`src/sv/vrp_pkg.sv`:
```
// Shared widths and register indexes for the vertex rotate and project block.
// No dependencies; used by vrp_divider and vertex_rotate_project.
`timescale 1ns / 1ps
package vrp_pkg;

  // Field widths.
  localparam int COORD_W = 16;
  localparam int COEF_W  = 16;
  localparam int DIST_W  = 15;
  localparam int ASP_W   = 15;
  localparam int CFG_IDX_W = 3;

  // Internal coordinate widths after each rotation.
  localparam int Y1_W = 19;
  localparam int X2_W = 22;
  localparam int X3_W = 25;
  localparam int D_W  = 23;

  // Divider widths: numerator magnitude, denominator magnitude, quotient bits.
  localparam int NUM_W = 40;
  localparam int DEN_W = 25;
  localparam int QUO_W = 17;

  // Configuration register indexes.
  localparam logic [CFG_IDX_W-1:0] REG_COS_X  = 3'd0;
  localparam logic [CFG_IDX_W-1:0] REG_SIN_X  = 3'd1;
  localparam logic [CFG_IDX_W-1:0] REG_COS_Y  = 3'd2;
  localparam logic [CFG_IDX_W-1:0] REG_SIN_Y  = 3'd3;
  localparam logic [CFG_IDX_W-1:0] REG_COS_Z  = 3'd4;
  localparam logic [CFG_IDX_W-1:0] REG_SIN_Z  = 3'd5;
  localparam logic [CFG_IDX_W-1:0] REG_DIST   = 3'd6;
  localparam logic [CFG_IDX_W-1:0] REG_ASPECT = 3'd7;

endpackage

```
`src/sv/vrp_divider.sv`:
```
// Pipelined signed divider, one quotient bit per stage, truncating toward zero
// and saturating to a signed coordinate word. Depends on vrp_pkg.
`timescale 1ns / 1ps
module vrp_divider #(
  parameter int NW = vrp_pkg::NUM_W,
  parameter int DW = vrp_pkg::DEN_W,
  parameter int QW = vrp_pkg::QUO_W
) (
  input  logic                               clk,
  input  logic                               en,
  input  logic signed [NW-1:0]               num,
  input  logic signed [DW-1:0]               den,
  output logic signed [vrp_pkg::COORD_W-1:0] quo
);

  localparam int CW = DW + QW;
  localparam int OW = vrp_pkg::COORD_W;
  localparam logic [QW-1:0] POS_MAX = QW'((1 << (OW - 1)) - 1);
  localparam logic [QW-1:0] NEG_MAX = QW'(1 << (OW - 1));

  logic [NW-1:0] rem  [0:QW];
  logic [DW-1:0] dmag [0:QW];
  logic [QW-1:0] qbit [0:QW];
  logic          neg  [0:QW];
  logic          ovf  [0:QW];

  logic [NW-1:0] num_abs;
  logic [DW-1:0] den_abs;

  // Entry stage: magnitudes, result sign and quotient overflow check.
  assign num_abs = num[NW-1] ? NW'(-num) : NW'(num);
  assign den_abs = den[DW-1] ? DW'(-den) : DW'(den);

  always_ff @(posedge clk) begin
    if (en) begin
      rem[0]  <= num_abs;
      dmag[0] <= den_abs;
      qbit[0] <= '0;
      neg[0]  <= num[NW-1] ^ den[DW-1];
      ovf[0]  <= CW'(num_abs) >= (CW'(den_abs) << QW);
    end
  end

  // Restoring stages, most significant quotient bit first.
  for (genvar k = 1; k <= QW; k++) begin : g_stage
    localparam int B = QW - k;
    logic [CW-1:0] shifted;
    logic          take;
    assign shifted = CW'(dmag[k-1]) << B;
    assign take    = CW'(rem[k-1]) >= shifted;
    always_ff @(posedge clk) begin
      if (en) begin
        rem[k]  <= take ? NW'(CW'(rem[k-1]) - shifted) : rem[k-1];
        dmag[k] <= dmag[k-1];
        qbit[k] <= qbit[k-1] | (QW'(take) << B);
        neg[k]  <= neg[k-1];
        ovf[k]  <= ovf[k-1];
      end
    end
  end

  // Apply the sign and clamp to the output range.
  always_ff @(posedge clk) begin
    if (en) begin
      if (neg[QW]) begin
        if (ovf[QW] || qbit[QW] > NEG_MAX) begin
          quo <= OW'(NEG_MAX);
        end else begin
          quo <= OW'(-qbit[QW]);
        end
      end else begin
        if (ovf[QW] || qbit[QW] > POS_MAX) begin
          quo <= OW'(POS_MAX);
        end else begin
          quo <= OW'(qbit[QW]);
        end
      end
    end
  end

endmodule

```
`config.mk`:
```
export PLATFORM = sky130hd
export DESIGN_NAME = vrp_divider
export DESIGN_NICKNAME = d
export VERILOG_FILES = /design/src/sv/vrp_pkg.sv /design/src/sv/vrp_divider.sv
export SDC_FILE = /design/constraint.sdc
export NUM_CORES = 2
export LEC_CHECK = 0
export BUFFER_PORTS_ARGS = -buffer_cell sky130_fd_sc_hd__buf_2
export CAP_MARGIN = 25
export CORE_ASPECT_RATIO = 1.5
export CORE_UTILIZATION = 61
export CTS_CLUSTER_DIAMETER = 200
export DETAILED_ROUTE_END_ITERATION = 8
export GPL_ROUTABILITY_DRIVEN = 0
export PLACE_DENSITY = 0.77
export SLEW_MARGIN = 20
export SYNTH_ARGS = -nofsm -noshare
export SYNTH_HDL_FRONTEND = slang
export SYNTH_SLANG_ARGS = --single-unit
export TNS_END_PERCENT = 1
```
`constraint.sdc`:
```
create_clock -name clk -period 9.5 [get_ports clk]
set_input_delay 1.9 -clock clk [delete_from_list [all_inputs] [get_ports clk]]
set_output_delay 1.9 -clock clk [all_outputs]
set_load 0.1 [all_outputs]
```
After elaboration in Yosys (flattened, before gate mapping)
Memories as Yosys holds them, arrays and structs flattened.
Index checks and enable logic that the tools add are counted.
{ "totals": {"ff_bits": 16, "ram_bits": 1512, "inputBits": 67, "out_inout_bits": 16, "word_cells": 90, "mem_count": 5} }
{ "memory_table": {"columns": ["memory", "depth", "width", "read_ports", "rd_ports_with_merged_regs", "wr", "line_no", "text"], "rows": [
  ["rem", 18, 40, 17, 0, 18, "vrp_divider.sv:21", "logic [NW-1:0] rem [0:QW];"],
  ["dmag", 18, 25, 17, 0, 18, "vrp_divider.sv:22", "logic [DW-1:0] dmag [0:QW];"],
  ["qbit", 18, 17, 18, 0, 18, "vrp_divider.sv:23", "logic [QW-1:0] qbit [0:QW];"],
  ["neg", 18, 1, 18, 0, 18, "vrp_divider.sv:24", "logic neg [0:QW];"],
  ["ovf", 18, 1, 18, 0, 18, "vrp_divider.sv:25", "logic ovf [0:QW];"]
]} }
{ "classes": {"n_addsub": 20, "n_lt_le_gt_ge": 20, "muxes": 24, "bitwise_logic": 18, "reduce_logical": 2} }
{ "ops": {"columns": ["operator", "n"], "rows": [
  ["two-way mux 40 bit", 18],
  ["subtractor 40 bit", 2],
  ["two-way mux 16 bit", 3],
  [">= comparator 40 x 42 -> 1 bit", 1],
  [">= comparator 40 x 41 -> 1 bit", 1],
  [">= comparator 40 x 25 -> 1 bit", 1],
  [">= comparator 40 x 26 -> 1 bit", 1],
  [">= comparator 40 x 27 -> 1 bit", 1],
  [">= comparator 40 x 28 -> 1 bit", 1],
  [">= comparator 40 x 29 -> 1 bit", 1],
  [">= comparator 40 x 30 -> 1 bit", 1],
  [">= comparator 40 x 31 -> 1 bit", 1],
  [">= comparator 40 x 32 -> 1 bit", 1],
  [">= comparator 40 x 33 -> 1 bit", 1],
  [">= comparator 40 x 34 -> 1 bit", 1],
  [">= comparator 40 x 35 -> 1 bit", 1],
  [">= comparator 40 x 36 -> 1 bit", 1],
  [">= comparator 40 x 37 -> 1 bit", 1],
  [">= comparator 40 x 38 -> 1 bit", 1],
  [">= comparator 40 x 39 -> 1 bit", 1],
  [">= comparator 40 bit", 1],
  ["negator 40 bit", 1],
  ["subtractor 40 x 25 -> 40 bit", 1],
  ["subtractor 40 x 26 -> 40 bit", 1],
  ["38 further kinds", 40]
]} }

Depth between registers and ports, before layout
An unclocked memory read counts as a cell.
{ "depth": {"ltp_word": 5, "mapped_depth": 17, "ltp_nobuf": 17} }

Least setup slack after synthesis
OpenSTA, ideal clock, no wires.
{ "synth_timing": {"path_type": "input to register", "startpoint": "input num[9]", "endpoint": "memory ovf[0], data pin", "setup_ns": 0.265, "t_arrival_ns": 6.228, "required_ns": 9.235, "setup_slack_ns": 3.006, "cell_stages": 17, "path_buffers": 0, "path_cell_list": "or4_4 -> or3_4 -> or4_4 -> or4_4 -> or4_4 -> or3_4 -> o41ai_4 -> xnor2_1 -> ha_1 -> a21o_1 -> a21o_1 -> a21oi_1 -> nor2b_1 -> o21ai_0 -> nand2b_1 -> a211oi_1 -> a31oi_1"} }
{ "synth_rtl": {"columns": ["element", "line_no", "text"], "rows": [
  ["start: declaration", "vrp_divider.sv:11", "input logic signed [NW-1:0] num,"],
  ["end: declaration", "vrp_divider.sv:25", null]
]} }

==> reports/metrics.sh <==
STATUS='completed'
FLOORPLAN.DIE_AREA_UM2=117100
YOSYS_MOST_USED_DFF='sky130_fd_sc_hd__edfxtp_1'
CLOCK_SINK_TOTAL=1310
WORST-PATH-STAGES=18
MAPPEDNETLISTNETS=6626
MAXCAPVIOLATIONS=0
HTREE_LEVELS=4
YOSYSWARNINGCOUNT=0
VIA_COUNT=46890
TRITONCTS_CLOCK_TREE='yes'
WORSTPATHMAXFANOUT=6
CLK_LATENCY_NS=0.75
CP_CELL_SEQUENCE='buf_2 > or4_4 > or3_4 > or4_4 > or4_4 > or4_4 > or3_4 > o21ai_0 > xnor2_1 > ha_1 > nand4_1 > nor2_1 > nand3b_1 > nor3_1 > nand3_1 > nor4_1 > nand4bb_1 > a31oi_1'
ARRIVAL_NS=7.30
START_UTIL_PCT=61.65
CRITPATHMOSTFREQUENTCELL='sky130_fd_sc_hd__or4_4'
SYNTH-EDFF-COUNT=1310
CTS.CLK_SLEW.WORST_PATHS_NS=0.06
MET3_USAGE_PCT=3.001
GRT_START_MAX_NET_PINS=210
GR-TOTAL-OVERFLOW=0
RR_STARTPOINT='rem[7][15]'
GRT_PASS1_WL_UM=230800
WORST_MAX_SLEW_PIN_SLEW_NS=1.246
POSTCTSSETUPREPAIRBUFS=0
REPORT.FINAL.SETUP_VIOL=0
POST-ROUTE-PERIOD-UTIL_PCT=70.69
GRT_PASS1_VIAS=49380
RSZ0062_AT_GRT='no'
POSTSYNTHCELLCOUNT=6092
FILLERS=8054
CP_SLOWEST_STAGE_DELAY_NS=0.57
NUMBER_OF_BUFFERS_ADDED_BY_THE_CLOCK_TREE_SYNTHESIS_STEP=130
GRTUSAGEMET1_PCT=18.90
POST_SYNTH_MOST_FREQUENT_CELLS='1310 x sky130_fd_sc_hd__edfxtp_1, 592 x sky130_fd_sc_hd__inv_1, 451 x sky130_fd_sc_hd__ha_1'
CTS.ROOT.BUFFER_CELL='sky130_fd_sc_hd__clkbuf_16'
CTS_RESIZED=0
POST-DP-HPWL_UM=108800
CORE_AREA_UM2=114500
SYNTH_CELL_AREA_UM2=70580
ANTENNA_VIOLATING_NETS_POST_ROUTE=0
DRC=0
TIMING.FMAX_MHz=148.9
SYN_TO_FINAL_GROWTH_PCT=9.241
MULTI_INPUT_AREA_UM2=28690
FINALCOREUTILIZATION_PCT=67.35
CRIT_PATH_END_KIND='flop'
SYNTHDOMINANTAREACELLTYPE='sky130_fd_sc_hd__edfxtp_1'
TOTAL_LEAKAGE_POWER_uW=0.03043
WL_PER_CELL_UM=18.39
GLOBAL_ROUTE.USAGE.MET2_PCT=52.50
SETUP_TNS_NS=0
PLACEMENT.CELL_AREA_UM2=72980
SETUP.WORST_PATH.START='num[9]'
WORSTSETUPENDPOINT='ovf[0]'
SLEW_HEADROOM_PCT=14.79
ROUTED_WIRELENGTH_UM=144900
REG2REG_TO='rem[8][37]'
IRDROPWORSTVDD_mV=0.1870
INITIAL_ANTENNA_VIOLATION_COUNT=1
NETLIST-CELL-TYPE-COUNT=79
SYNTH_MOST_COMMON_CELL='sky130_fd_sc_hd__edfxtp_1'
CRITPATHREQUIREDTIME_NS=10.08
PORT-BUFFER-COUNT=82
FIRST_ITER_VIOLATIONS=2512
GRT_UTIL_ALL_LAYERS_PCT=24.92
DIE_Y_UM=418.6
CRITICAL_PATH_CLASS='in -> reg'
CLOCK_TREE.BUFFER_DEPTH=3
CP_TOP_FAMILY='simple AND/OR/NAND/NOR gates'
SYN_AVG_CELL_AREA_UM2=11.59
DRIVE_ABOVE_1_SHARE_PCT=8.138
HOLD_BUFFERS=0
START_KIND='input pin'
CRITPATHBUFINV=1
SYNTH.TOP_CELL.AREA_SHARE_PCT=55.73
GRT_MOST_USED_LAYER='met2'
FINALWORSTPATHREQUIREDPERIOD_NS=6.716
FIN_SKEW_NS=0.02009
ANTENNA_CELLS=0
CORE.ROWCOUNT=152
SYNTH-SEQ-CELLS=1310
HOLD_VIOLATIONS=0
ASYNC_FLOP_SHARE_PCT=0
SHARE_OF_SYNTHESIZED_AREA_OCCUPIED_BY_FLIP_FLOPS_AND_LATCHES_PCT=55.73
ROUTE.DETAILED.VIAS_PER_INST=5.950
LAYOUT.CELL_AREA.NON_FILLER_UM2=77110
POST_SYNTH_MAIN_AREA_CONTRIBUTORS='sky130_fd_sc_hd__edfxtp_1 56%, sky130_fd_sc_hd__ha_1 8.0%, sky130_fd_sc_hd__xnor2_1 3.3%, sky130_fd_sc_hd__inv_1 3.1%, sky130_fd_sc_hd__a21oi_1 2.9%'
HOLD_CLASS='reg -> reg'
CELLPOWERDENSITY_nW_PER_UM2=284.2
FINAL_NETS=6771
CP_MAX_STAGE_CELL='sky130_fd_sc_hd__or4_4'
CHIPWIDTH_UM=279.7
DETAIL_ROUTE.FIRST_PASS.ITERATIONS=6
FF2FF_PATH_DEPTH=11
DESIGN.PORTCOUNT=83
REG2REG_SLACK_NS=4.73
FINAL-SEQ-AREA_UM2=39340
MAXSLEWVIOLCOUNT=0
state kept, by name, summed over array words and instances, names as in the netlist:
register	flops
neg	18
rem	680
quo	16
qbit	153
dmag	425
ovf	18
kinds of logic (layout without fill, tap and decap cells):
kind of cell	Yosys count	count (layout)	share of synthesized area [%]
AO/OA/AOI/OAI	1515	1515	13.65
XOR/XNOR	462	462	5.733
adder cells (fa/ha/maj)	467	467	8.449
buffers and inverters	707	956	3.762
flip-flops	1310	1310	55.73
multiplexers	133	133	2.106
AND/OR/NAND/NOR	1498	1498	10.57
stage by stage:
stage | worst slack (ns) | hold WS [ns] | power (µW) | cells
2_1_floorplan | 3.006 | 0.4003 | 14840 | 6092
3_3_place_gp | 2.205 | 0.4005 | 16530 | 7645
3_5_place_dp | 2.100 | 0.4045 | 16890 | 7645
4_1_cts | 2.875 | 0.4035 | 21910 | 7881
5_1_grt | 2.769 | 0.4080 | 23200 | 7881
6_report | 2.784 | 0.4032 | 21910 | 7881
worst reg2reg max path, stage by stage (launching register included):
cell                       delay [ns]
sky130_fd_sc_hd__edfxtp_1        0.40
sky130_fd_sc_hd__ha_1            0.48
sky130_fd_sc_hd__or4b_2          0.63
sky130_fd_sc_hd__nor4_1          0.45
sky130_fd_sc_hd__nand4_1         0.55
sky130_fd_sc_hd__o21ai_0         0.48
sky130_fd_sc_hd__or2_2           0.19
sky130_fd_sc_hd__o22ai_2         0.05
sky130_fd_sc_hd__buf_4           0.29
sky130_fd_sc_hd__or4b_2          0.72
sky130_fd_sc_hd__nor3_1          0.20
sky130_fd_sc_hd__xor2_1          0.09
report_power, final:
group	leakage (µW)	internal [µW]	switching (µW)
Combinational	0.0157	3560	4660
Clock	0.00199	2840	2150
Sequential	0.0127	8060	645
Total	0.0304	14500	7450
worst min-delay path by stage:
stage                             from      endpoint  slack [ns]  cells after the start
final                      qbit[14][9]   qbit[15][9]        0.40                      0
after global routing       qbit[14][9]   qbit[15][9]        0.41                      0
after CTS                  qbit[14][9]   qbit[15][9]        0.40                      0
after detailed placement       neg[12]       neg[13]        0.40                      0
after global placement    qbit[13][12]  qbit[14][12]        0.40                      0
after floorplan                 neg[9]       neg[10]        0.40                      0
area by class of cell:
| type | instances | area share [%] |
|---|---|---|
| Sequential cell | 1310 | 51.02 |
| Multi-Input combinational cell | 4075 | 37.20 |
| Clock buffer | 159 | 4.415 |
| Inverter | 594 | 2.892 |
| Tap cell | 1540 | 2.499 |
| Timing Repair Buffer | 126 | 1.045 |
| Clock inverter | 77 | 0.9266 |
routing by layer:
layer / vias to the layer above / routed length (µm)
met2: 1062 / 85380
met5: - / 0
li1: 22860 / -
met4: 0 / 12390
met3: 545 / 3802
met1: 22430 / 43340
cell usage in the layout, fill, tap and decap left out, types with 27 or more instances in the layout:
| cell type | count |
|---|---|
| sky130_fd_sc_hd__edfxtp_1 | 1310 |
| sky130_fd_sc_hd__inv_1 | 592 |
| sky130_fd_sc_hd__ha_1 | 451 |
| sky130_fd_sc_hd__nand2_1 | 442 |
| sky130_fd_sc_hd__a21oi_1 | 403 |
| sky130_fd_sc_hd__o21ai_0 | 390 |
| sky130_fd_sc_hd__nor2_1 | 324 |
| sky130_fd_sc_hd__xnor2_1 | 269 |
| sky130_fd_sc_hd__a21o_1 | 215 |
| sky130_fd_sc_hd__xor2_1 | 193 |
| sky130_fd_sc_hd__clkbuf_16 | 132 |
| sky130_fd_sc_hd__mux2_2 | 124 |
| sky130_fd_sc_hd__nor3_1 | 102 |
| sky130_fd_sc_hd__nand3_1 | 97 |
| sky130_fd_sc_hd__o21a_1 | 81 |
| sky130_fd_sc_hd__buf_2 | 81 |
| sky130_fd_sc_hd__nor4_1 | 70 |
| sky130_fd_sc_hd__nand4_1 | 70 |
| sky130_fd_sc_hd__nor2b_1 | 68 |
| sky130_fd_sc_hd__nand2b_1 | 61 |
| sky130_fd_sc_hd__o31ai_1 | 52 |
| sky130_fd_sc_hd__a31oi_1 | 50 |
| sky130_fd_sc_hd__or3_1 | 46 |
| sky130_fd_sc_hd__buf_4 | 40 |
| sky130_fd_sc_hd__a211oi_1 | 35 |
| sky130_fd_sc_hd__or2_2 | 33 |
| sky130_fd_sc_hd__and3_1 | 33 |
| sky130_fd_sc_hd__o21bai_1 | 31 |
| sky130_fd_sc_hd__or4_1 | 27 |
| sky130_fd_sc_hd__clkbuf_1 | 27 |
No activity file was read; power rests on OpenSTA's default activity.
